File: config.mk
export PLATFORM = sky130hd
export DESIGN_NAME = header_framed_command_receiver_unit
export DESIGN_NICKNAME = d
export VERILOG_FILES = /design/src/hfcr_pkg.sv /design/src/hfcr_in_stage.sv /design/src/hfcr_parser.sv /design/src/hfcr_out_stage.sv /design/src/header_framed_command_receiver_unit.sv
export SDC_FILE = /design/constraint.sdc
export NUM_CORES = 1
export LEC_CHECK = 0
export BUFFER_PORTS_ARGS = -buffer_cell sky130_fd_sc_hd__buf_2
export CAP_MARGIN = 20
export CORE_MARGIN = 2
export CORE_UTILIZATION = 52
export CTS_CLUSTER_SIZE = 8
export DETAILED_ROUTE_END_ITERATION = 7
export PLACE_DENSITY_LB_ADDON = 0.05
export SLEW_MARGIN = 20
export SYNTH_ARGS = -nofsm -noshare
export SYNTH_HDL_FRONTEND = slang
export SYNTH_SLANG_ARGS = --single-unit
File: constraint.sdc
create_clock -name i_clk -period 2.44 [get_ports i_clk]
set_input_delay 0 -clock i_clk [delete_from_list [all_inputs] [get_ports i_clk]]
set_output_delay 0 -clock i_clk [all_outputs]
set_load 0.05 [all_outputs]
File: src/hfcr_pkg.sv
// ---------------------------------------------------------------------------
// hfcr_pkg: shared types and constants
// header codes, mode enum and result word type for the command receiver
// ---------------------------------------------------------------------------
`default_nettype none

package hfcr_pkg;

    localparam int PARAM_LEN_DEFAULT = 16;

    localparam logic [7:0] HDR_FIRST  = 8'h56;  // 'V'
    localparam logic [7:0] HDR_SECOND = 8'h4E;  // 'N'
    localparam logic [7:0] HDR_THIRD  = 8'h44;  // 'D'
    localparam logic [7:0] SEL_CMD    = 8'h5F;  // '_'
    localparam logic [7:0] SEL_PARAM  = 8'h23;  // '#'

    localparam logic [1:0] HDR_NONE  = 2'd0;
    localparam logic [1:0] HDR_GOT_V = 2'd1;
    localparam logic [1:0] HDR_GOT_N = 2'd2;
    localparam logic [1:0] HDR_FULL  = 2'd3;

    localparam logic KIND_CMD   = 1'b0;
    localparam logic KIND_PARAM = 1'b1;

    typedef enum logic [1:0] {
        MODE_HUNT  = 2'd0,
        MODE_CMD   = 2'd1,
        MODE_PARAM = 2'd2
    } t_mode;

    typedef struct packed {
        logic       kind;
        logic [7:0] data_byte;
        logic [5:0] byte_index;
        logic       last;
    } t_result;

endpackage

`default_nettype wire

File: src/hfcr_in_stage.sv
// ---------------------------------------------------------------------------
// hfcr_in_stage: input register
// holds one received byte until the parser takes it
// ---------------------------------------------------------------------------
`default_nettype none

module hfcr_in_stage (
    input  wire logic       i_clk,
    input  wire logic       i_rst_n,
    input  wire logic       i_valid,
    output logic            o_ready,
    input  wire logic [7:0] i_rx_byte,
    output logic            o_valid,
    output logic [7:0]      o_rx_byte,
    input  wire logic       i_take
);

    logic       r_valid;
    logic [7:0] r_byte;

    // refill in the same cycle the held word is taken
    assign o_ready   = !r_valid || i_take;
    assign o_valid   = r_valid;
    assign o_rx_byte = r_byte;

    always_ff @(posedge i_clk) begin
        if (!i_rst_n) begin
            r_valid <= 1'b0;
        end else if (o_ready) begin
            r_valid <= i_valid;
        end
    end

    always_ff @(posedge i_clk) begin
        if (o_ready && i_valid) begin
            r_byte <= i_rx_byte;
        end
    end

endmodule

`default_nettype wire

File: src/hfcr_parser.sv
// ---------------------------------------------------------------------------
// hfcr_parser: header hunt and frame state machine
// matches the header, then emits a command byte or a parameter frame
// ---------------------------------------------------------------------------
`default_nettype none

module hfcr_parser #(
    parameter int PARAM_LEN = hfcr_pkg::PARAM_LEN_DEFAULT
) (
    input  wire logic       i_clk,
    input  wire logic       i_rst_n,
    input  wire logic       i_valid,
    input  wire logic [7:0] i_rx_byte,
    input  wire logic       i_out_ready,
    output logic            o_take,
    output logic            o_res_valid,
    output hfcr_pkg::t_result o_res
);

    localparam logic [6:0] FRAME_LEN = 7'(PARAM_LEN);

    hfcr_pkg::t_mode r_mode, n_mode;
    logic [1:0]      r_hdr, n_hdr;
    logic [5:0]      r_count, n_count;

    logic       produce;
    logic [6:0] next_count;
    logic       fin;

    always_ff @(posedge i_clk) begin
        if (!i_rst_n) begin
            r_mode  <= hfcr_pkg::MODE_HUNT;
            r_hdr   <= hfcr_pkg::HDR_NONE;
            r_count <= 6'd0;
        end else if (o_take) begin
            r_mode  <= n_mode;
            r_hdr   <= n_hdr;
            r_count <= n_count;
        end
    end

    assign next_count = {1'b0, r_count} + 7'd1;
    assign fin        = next_count >= FRAME_LEN;

    always_comb begin
        n_mode           = hfcr_pkg::MODE_HUNT;
        n_hdr            = r_hdr;
        n_count          = r_count;
        produce          = 1'b0;
        o_res.kind       = hfcr_pkg::KIND_CMD;
        o_res.data_byte  = i_rx_byte;
        o_res.byte_index = 6'd0;
        o_res.last       = 1'b1;
        case (r_mode)
            hfcr_pkg::MODE_CMD: begin
                produce = 1'b1;
                n_mode  = hfcr_pkg::MODE_HUNT;
            end
            hfcr_pkg::MODE_PARAM: begin
                produce          = 1'b1;
                o_res.kind       = hfcr_pkg::KIND_PARAM;
                o_res.byte_index = r_count;
                o_res.last       = fin;
                if (fin) begin
                    n_count = 6'd0;
                    n_mode  = hfcr_pkg::MODE_HUNT;
                end else begin
                    n_count = next_count[5:0];
                    n_mode  = hfcr_pkg::MODE_PARAM;
                end
            end
            default: begin
                // hunting; the unused mode code behaves the same
                case (i_rx_byte)
                    hfcr_pkg::HDR_FIRST: begin
                        n_hdr = hfcr_pkg::HDR_GOT_V;
                    end
                    hfcr_pkg::HDR_SECOND: begin
                        n_hdr = (r_hdr == hfcr_pkg::HDR_GOT_V) ? hfcr_pkg::HDR_GOT_N
                                                                : hfcr_pkg::HDR_NONE;
                    end
                    hfcr_pkg::HDR_THIRD: begin
                        n_hdr = (r_hdr == hfcr_pkg::HDR_GOT_N) ? hfcr_pkg::HDR_FULL
                                                                : hfcr_pkg::HDR_NONE;
                    end
                    hfcr_pkg::SEL_CMD: begin
                        if (r_hdr == hfcr_pkg::HDR_FULL) begin
                            n_mode = hfcr_pkg::MODE_CMD;
                        end
                        n_hdr = hfcr_pkg::HDR_NONE;
                    end
                    hfcr_pkg::SEL_PARAM: begin
                        if (r_hdr == hfcr_pkg::HDR_FULL) begin
                            n_mode = hfcr_pkg::MODE_PARAM;
                        end
                        n_hdr = hfcr_pkg::HDR_NONE;
                    end
                    default: begin
                        n_hdr = hfcr_pkg::HDR_NONE;
                    end
                endcase
            end
        endcase
    end

    // a word with no result never waits on the output side
    assign o_take      = i_valid && (!produce || i_out_ready);
    assign o_res_valid = o_take && produce;

endmodule

`default_nettype wire

File: src/hfcr_out_stage.sv
// ---------------------------------------------------------------------------
// hfcr_out_stage: result register
// holds one result word until the consumer takes it
// ---------------------------------------------------------------------------
`default_nettype none

module hfcr_out_stage (
    input  wire logic              i_clk,
    input  wire logic              i_rst_n,
    input  wire logic              i_res_valid,
    input  wire hfcr_pkg::t_result i_res,
    output logic                   o_can_load,
    output logic                   o_valid,
    input  wire logic              i_ready,
    output hfcr_pkg::t_result      o_res
);

    logic              r_valid;
    hfcr_pkg::t_result r_res;

    assign o_can_load = !r_valid || i_ready;
    assign o_valid    = r_valid;
    assign o_res      = r_res;

    always_ff @(posedge i_clk) begin
        if (!i_rst_n) begin
            r_valid <= 1'b0;
        end else if (o_can_load) begin
            r_valid <= i_res_valid;
        end
    end

    always_ff @(posedge i_clk) begin
        if (o_can_load && i_res_valid) begin
            r_res <= i_res;
        end
    end

endmodule

`default_nettype wire

File: src/header_framed_command_receiver_unit.sv
// path: an accepted byte is registered in the input stage, then its result word in the output stage
// throughput: one byte per cycle; each register refills in the cycle its word
// moves on, so the input stalls only while an unread result word blocks the parser
// bytes that give no result (header hunt) never wait on the output side
// reset: synchronous active-low i_rst_n clears both stage valids, the mode,
// header progress and frame count; the block takes bytes the cycle after
// ---------------------------------------------------------------------------
// header_framed_command_receiver_unit: top level
// byte-stream receiver that extracts command bytes and parameter frames
// ---------------------------------------------------------------------------
`default_nettype none

module header_framed_command_receiver_unit #(
    parameter int PARAM_LEN = hfcr_pkg::PARAM_LEN_DEFAULT
) (
    input  wire logic       i_clk,
    input  wire logic       i_rst_n,
    input  wire logic       i_valid,
    output logic            o_ready,
    input  wire logic [7:0] i_rx_byte,
    output logic            o_valid,
    input  wire logic       i_ready,
    output logic            o_kind,
    output logic [7:0]      o_data_byte,
    output logic [5:0]      o_byte_index,
    output logic            o_last
);

    logic              s1_valid;
    logic [7:0]        s1_byte;
    logic              s1_take;
    logic              res_valid;
    hfcr_pkg::t_result res;
    logic              out_can_load;
    hfcr_pkg::t_result out_res;

    hfcr_in_stage u_in_stage (
        .i_clk     (i_clk),
        .i_rst_n   (i_rst_n),
        .i_valid   (i_valid),
        .o_ready   (o_ready),
        .i_rx_byte (i_rx_byte),
        .o_valid   (s1_valid),
        .o_rx_byte (s1_byte),
        .i_take    (s1_take)
    );

    hfcr_parser #(
        .PARAM_LEN (PARAM_LEN)
    ) u_parser (
        .i_clk       (i_clk),
        .i_rst_n     (i_rst_n),
        .i_valid     (s1_valid),
        .i_rx_byte   (s1_byte),
        .i_out_ready (out_can_load),
        .o_take      (s1_take),
        .o_res_valid (res_valid),
        .o_res       (res)
    );

    hfcr_out_stage u_out_stage (
        .i_clk       (i_clk),
        .i_rst_n     (i_rst_n),
        .i_res_valid (res_valid),
        .i_res       (res),
        .o_can_load  (out_can_load),
        .o_valid     (o_valid),
        .i_ready     (i_ready),
        .o_res       (out_res)
    );

    assign o_kind       = out_res.kind;
    assign o_data_byte  = out_res.data_byte;
    assign o_byte_index = out_res.byte_index;
    assign o_last       = out_res.last;

endmodule

`default_nettype wire

# [Word level (Yosys, flattened, before mapping)]
# Index checks and enable logic that the tools add are counted.
[classes] add_sub_neg=1 magnitude_cmp=1 n_eq_ne=10 mux=11 bitwise=1 reduce_logical=13
[op_table] op="$eq A8 B7 Y1 const B" count=4
[op_table] op="$eq A8 B6 Y1 const B" count=1
[op_table] op="$mux W2" count=4
[op_table] op="$pmux W2 S2" count=2
[op_table] op="$add A6 B1 Y7 const B" count=1
[op_table] op="$ge A7 B5 Y1 const B" count=1
[op_table] op="$eq A2 B2 Y1 const B" count=3
[op_table] op="$mux W6" count=1
[op_table] op="$pmux W2 S3" count=1
[op_table] op="$eq A2 B1 Y1 const B" count=2
[op_table] op="$logic_and A1 B1 Y1" count=4
[op_table] op="$reduce_and A2 Y1" count=2
[op_table] op="$logic_not A1 Y1" count=3
[op_table] op="$logic_or A1 B1 Y1" count=3
[op_table] op="$mux W1" count=3
[op_table] op="$reduce_or A2 Y1" count=1
[op_table] op="$not A1 Y1" count=1
[totals] reg_bits=36 inputBits=12 output_inout_bits=18 elab_cells=47

# [Longest topological paths before layout]
[logic_depth] depth_word=8 ltp_mapped=6 ltp_nobuf=6

# [By module]
# Synthesis repeated with hierarchy kept, for this count alone.
[unflattened] cells_unflattened=120 hier_area_um2=1508.9
[modules_own_cells] mod="hfcr_parser" instances=1 cells_each=86 area_each_um2=673.1 seq_area_each_um2=200.2
[modules_own_cells] mod="hfcr_out_stage" instances=1 cells_each=21 area_each_um2=538.0 seq_area_each_um2=500.5
[modules_own_cells] mod="hfcr_in_stage" instances=1 cells_each=13 area_each_um2=297.8 seq_area_each_um2=260.2

# [Least setup slack after synthesis]
# OpenSTA, ideal clock, no wires.
[synth_timing] kind="register to register" start="register u_parser.r_mode[0]" end="register u_out_stage.r_res (netlist bit u_out_stage.o_res[0]), enable pin" setup_time_ns=0.388 arrival_time_ns=1.658 required_ns=2.052 setup_slack_ns=0.394 path_stages_with_launch=6 path_buffers=0 synth_period_minus_slack_ns=2.046 cell_sequence="dfxtp_1 -> inv_1 -> ha_1 -> or3b_1 -> nand2_1 -> nor2_1"
[synth_via] elab_chain_len=8 elab_cells_between_ends=9 classes_between="eq/ne: 2; mux: 1; reduce/logical: 6"
[synth_rtl] item="start, declared" line_no="hfcr_parser.sv:22" source="hfcr_pkg::t_mode r_mode, n_mode;"
[synth_rtl] item="start signal, assigned" line_no="hfcr_parser.sv:32" source="r_mode <= hfcr_pkg::MODE_HUNT;"
[synth_rtl] item="start signal, assigned" line_no="hfcr_parser.sv:36" source="r_mode <= n_mode;"
[synth_rtl] item="$eq A2 B1 Y1 / $eq A2 B2 Y1 (equally long branches)" line_no="hfcr_parser.sv:54" source="case (r_mode)"
[synth_rtl] item="$reduce_or A2 Y1 (no line) *"
[synth_rtl] item="$mux W1 *" line_no="hfcr_parser.sv:54"
[synth_rtl] item="$logic_not A1 Y1" line_no="hfcr_parser.sv:107" source="assign o_take = i_valid && (!produce || i_out_ready);"
[synth_rtl] item="$logic_or A1 B1 Y1" line_no="hfcr_parser.sv:107"
[synth_rtl] item="$logic_and A1 B1 Y1" line_no="hfcr_parser.sv:107"
[synth_rtl] item="$logic_and A1 B1 Y1 *" line_no="hfcr_parser.sv:108" source="assign o_res_valid = o_take && produce;"
[synth_rtl] item="$logic_and A1 B1 Y1 *" line_no="hfcr_out_stage.sv:34" source="if (o_can_load && i_res_valid) begin"
[synth_rtl] item="end signal, assigned" line_no="hfcr_out_stage.sv:35" source="r_res <= i_res;"
[synth_rtl] item="end, declared" line_no="hfcr_out_stage.sv:19" source="hfcr_pkg::t_result r_res;"
# Every way passes the cells marked *; elsewhere a longest branch is shown, timed or not.
# A chain may end at the register's enable or synchronous reset.

# [Final worst setup path]
[layout_timing] start="register u_parser.r_mode[0]" end="register u_out_stage.r_res (netlist bit u_out_stage.o_res[5]), enable pin"
# The elaborated chain is that of the path after synthesis.

==> out/results.ini <==
[synthesis]
synth_sequential_area_ratio=0.679
synth_cell_types=34
synth_top_area_frac=0.509
synth-edff-count=24
synthesis.area_per_instance_um2=13.6
synthCells=104
syn-num-nets=118
synth-async-reset-ratio=0
ys_seq_elements=36
synth_top_area_cell=sky130_fd_sc_hd__edfxtp_1
netlist_top_cells_count=24 x sky130_fd_sc_hd__edfxtp_1, 12 x sky130_fd_sc_hd__dfxtp_1, 8 x sky130_fd_sc_hd__nor2_1
post_synth_instance_area_um2=1420
synth_most_common_cell=sky130_fd_sc_hd__edfxtp_1
synth.top_cells.by_area=sky130_fd_sc_hd__edfxtp_1 51%, sky130_fd_sc_hd__dfxtp_1 17%, sky130_fd_sc_hd__and2_1 2.7%
yosys_warns=0
ys_flop_type=sky130_fd_sc_hd__edfxtp_1

[sta]
worst_slew_margin_rel=0.471
timing_worst_slew_pin_value_ps=791
post-route-period-util=0.887
fin_crit_ps=2160
report.final.hold_viol_count=0
report.final.slew_viol_count=0
maxClockFrequency_mhz=462
rsz_0062_raised_after_global_routing=false
post_route_skew_ps=10.5
final-setup-viol-count=0
setup_total_negative_slack_ps=0

[grt]
wire_length_of_the_first_global_routing_pass_um=4230
gr-usage-all-layers=0.175
grt.overflow.total=0
largest_net_degree_at_the_start_of_global_routing=13
first_global_vias=954
grt_antenna_before_repair=0

[pwr]
pwr_density_cell_nw_per_um2=659
finalPower_uw=1210
vdd.ir_drop.worst_mv=0.604
power.leakage_uw=0.000723

[route]
topRoutingLayerUsed=met4
detail_route.first_pass.iterations=4
drc=0
drt-initial-drc-count=26
vias=1002
avgRoutedWirePerCell_um=13.3
route.layer.met1.wl_um=1110
met3_length_um=186
drt-total-wl_um=2450
total_length_of_routed_met2_wires_um=1140
detail-route-antenna-nets=0
viasPerCell=5.45

[floorplanning]
starting_density_of_the_core=0.561
design.core.area_um2=2520
pin_count=30
dieWidth_um=56.2
std_cell_rows=18
design.die.area_um2=3150
fp.dieH_um=56.2

[setup_path]
endpoint_kind=register
highest_cell_delay_on_the_worst_timing_path_ps=630
criticalPathCategory=register to register
crit_fanout=10
critical-path-slowest-cell=sky130_fd_sc_hd__nor2_1
critical_path_arrival_ps=2230
timing.critical_path.cells=inv_1 -> ha_1 -> or3b_1 -> nand2_1 -> nor2_1 -> buf_4
worst_setup_path_start_kind=register
crit_required_ps=2500

[run]
maxCapViolCount=0

[placement]
place.gp.congestion=0.721
io_buffer_count=29
dpl_hpwl_um=1580

[clock_tree]
cts_tree=done
cts-htree-levels=2
clock_tree.buffer_depth=2
tritoncts_buffer_count=5
clock-root-buffer=sky130_fd_sc_hd__clkbuf_4
clkSinkCount=36
clkSlewWorstSetupHoldPaths_ps=100
number_of_buffers_inserted_by_post_cts_setup_repair=0
clock_insertion_delay_worst_skew_ps=340

[layout]
area.growth.synth_to_final_pct=29.4
drive_gt1_frac=0.266
final_net_count=167
n_antenna_cell=0
layout.filler_cells=172

[min_path]
min-delay-path-class=input port to register

[outcome]
status=completed

## cells in the final DEF (no fill, tap or decap)
| master | instances |
|---|---|
| sky130_fd_sc_hd__clkbuf_8 | 2 |
| sky130_fd_sc_hd__a31o_1 | 1 |
| sky130_fd_sc_hd__or4b_1 | 2 |
| sky130_fd_sc_hd__buf_2 | 29 |
| sky130_fd_sc_hd__a21oi_1 | 2 |
| sky130_fd_sc_hd__edfxtp_1 | 24 |
| sky130_fd_sc_hd__buf_4 | 2 |
| sky130_fd_sc_hd__nand4b_1 | 1 |
| sky130_fd_sc_hd__nand3_2 | 1 |
| sky130_fd_sc_hd__and3_1 | 4 |
| sky130_fd_sc_hd__nor4_2 | 1 |
| sky130_fd_sc_hd__nor4b_1 | 1 |
| sky130_fd_sc_hd__o21ai_0 | 1 |
| sky130_fd_sc_hd__nor2b_1 | 3 |
| sky130_fd_sc_hd__a311oi_1 | 1 |
| sky130_fd_sc_hd__a32o_1 | 2 |
| sky130_fd_sc_hd__inv_1 | 2 |
| sky130_fd_sc_hd__a22oi_1 | 1 |
| sky130_fd_sc_hd__dfxtp_1 | 12 |
| sky130_fd_sc_hd__nand3b_1 | 1 |
| sky130_fd_sc_hd__and4b_1 | 1 |
| sky130_fd_sc_hd__dlygate4sd3_1 | 13 |
| sky130_fd_sc_hd__a21boi_0 | 1 |
| sky130_fd_sc_hd__nand2_1 | 6 |
| sky130_fd_sc_hd__mux2i_1 | 1 |
| sky130_fd_sc_hd__and3b_1 | 1 |
| sky130_fd_sc_hd__or3b_1 | 1 |
| sky130_fd_sc_hd__clkbuf_4 | 5 |
| sky130_fd_sc_hd__ha_1 | 2 |
| sky130_fd_sc_hd__nor4_1 | 1 |
| sky130_fd_sc_hd__o21a_1 | 1 |
| sky130_fd_sc_hd__o311a_1 | 1 |
| sky130_fd_sc_hd__o21ai_1 | 1 |
| sky130_fd_sc_hd__xor2_1 | 4 |
| sky130_fd_sc_hd__nor2_1 | 8 |
| sky130_fd_sc_hd__nand4_1 | 3 |
| sky130_fd_sc_hd__nand2b_1 | 4 |
| sky130_fd_sc_hd__and2_1 | 6 |
| sky130_fd_sc_hd__bufinv_16 | 1 |
## cell type report
type	instances	area, um2	area share
tap	30	37.5	0.0205
clock buffer	7	65.1	0.0355
multi-input combinational	64	439	0.240
sequential	36	961	0.525
clock inverter	1	30.0	0.0164
timing repair buffer	44	290	0.159
inverter	2	7.51	0.00410
## layer usage
metal	vias up	global-route usage
met1	478	0.215
met2	37	0.277
met4	0	0.0510
met5	-	0
li1	485	-
met3	2	0.0814
## final timing paths
check | to | from | cells past startpoint | slack (ps)
setup / recovery | u_out_stage.o_res[5] | u_parser.r_mode[0] | 6 | 280
hold / removal | u_in_stage.o_rx_byte[2] | i_rx_byte[2] | 2 | 370
setup reg to reg | u_out_stage.o_res[5] | u_parser.r_mode[0] | 6 | 280
hold reg to reg | u_out_stage.o_res[13] | u_in_stage.o_rx_byte[6] | 0 | 500
## worst max-delay path, delay by kind of cell, from the launching register on
family / cells / cell delay (ps)
buffers and inverters: 2 / 340
and+or+nand+nor: 3 / 940
DFF: 1 / 340
adders and majority gates: 1 / 290
## state kept, by name (all words and copies together), names as in the netlist
name / count
u_out_stage.o_valid: 1
u_in_stage.o_valid: 1
u_out_stage.o_res: 16
u_in_stage.o_rx_byte: 8
u_parser.r_count: 6
u_parser.r_hdr: 2
u_parser.r_mode: 2
## report_power, final
group	switching (uW)	leakage [uW]	internal (uW)	total (uW)
registers	13.6	0.000322	663	677
logic	35.6	0.000350	32.6	68.2
clock network	189	0.0000515	272	461
## metrics by stage
step	std cells	instance area, um2	utilization	hold WS (ps)	setup slack (ps)
after global routing	184	1830	0.726	356	77.6
after CTS	184	1830	0.726	350	252
after detailed placement	163	1610	0.636	178	278
after global placement	162	1600	0.633	176	221
after floorplan	104	1420	-	98.9	394
final	184	1830	0.726	370	275
## timing repair
item	in CTS	in global routing
resized for setup	0	0
hold buffers	13	0
endpoints found under the hold margin	12	0
## cell families after synthesis
logic type / Yosys count / share of synthesized area
and+or+nand+nor: 45 / 0.197
AOI/OAI and AO/OA: 12 / 0.0637
buffers and inverters: 4 / 0.0106
adders and majority gates: 2 / 0.0177
DFF: 36 / 0.679
xor gates and xnor gates: 4 / 0.0248
muxes: 1 / 0.00707
Power figures use the tool's default switching activity.
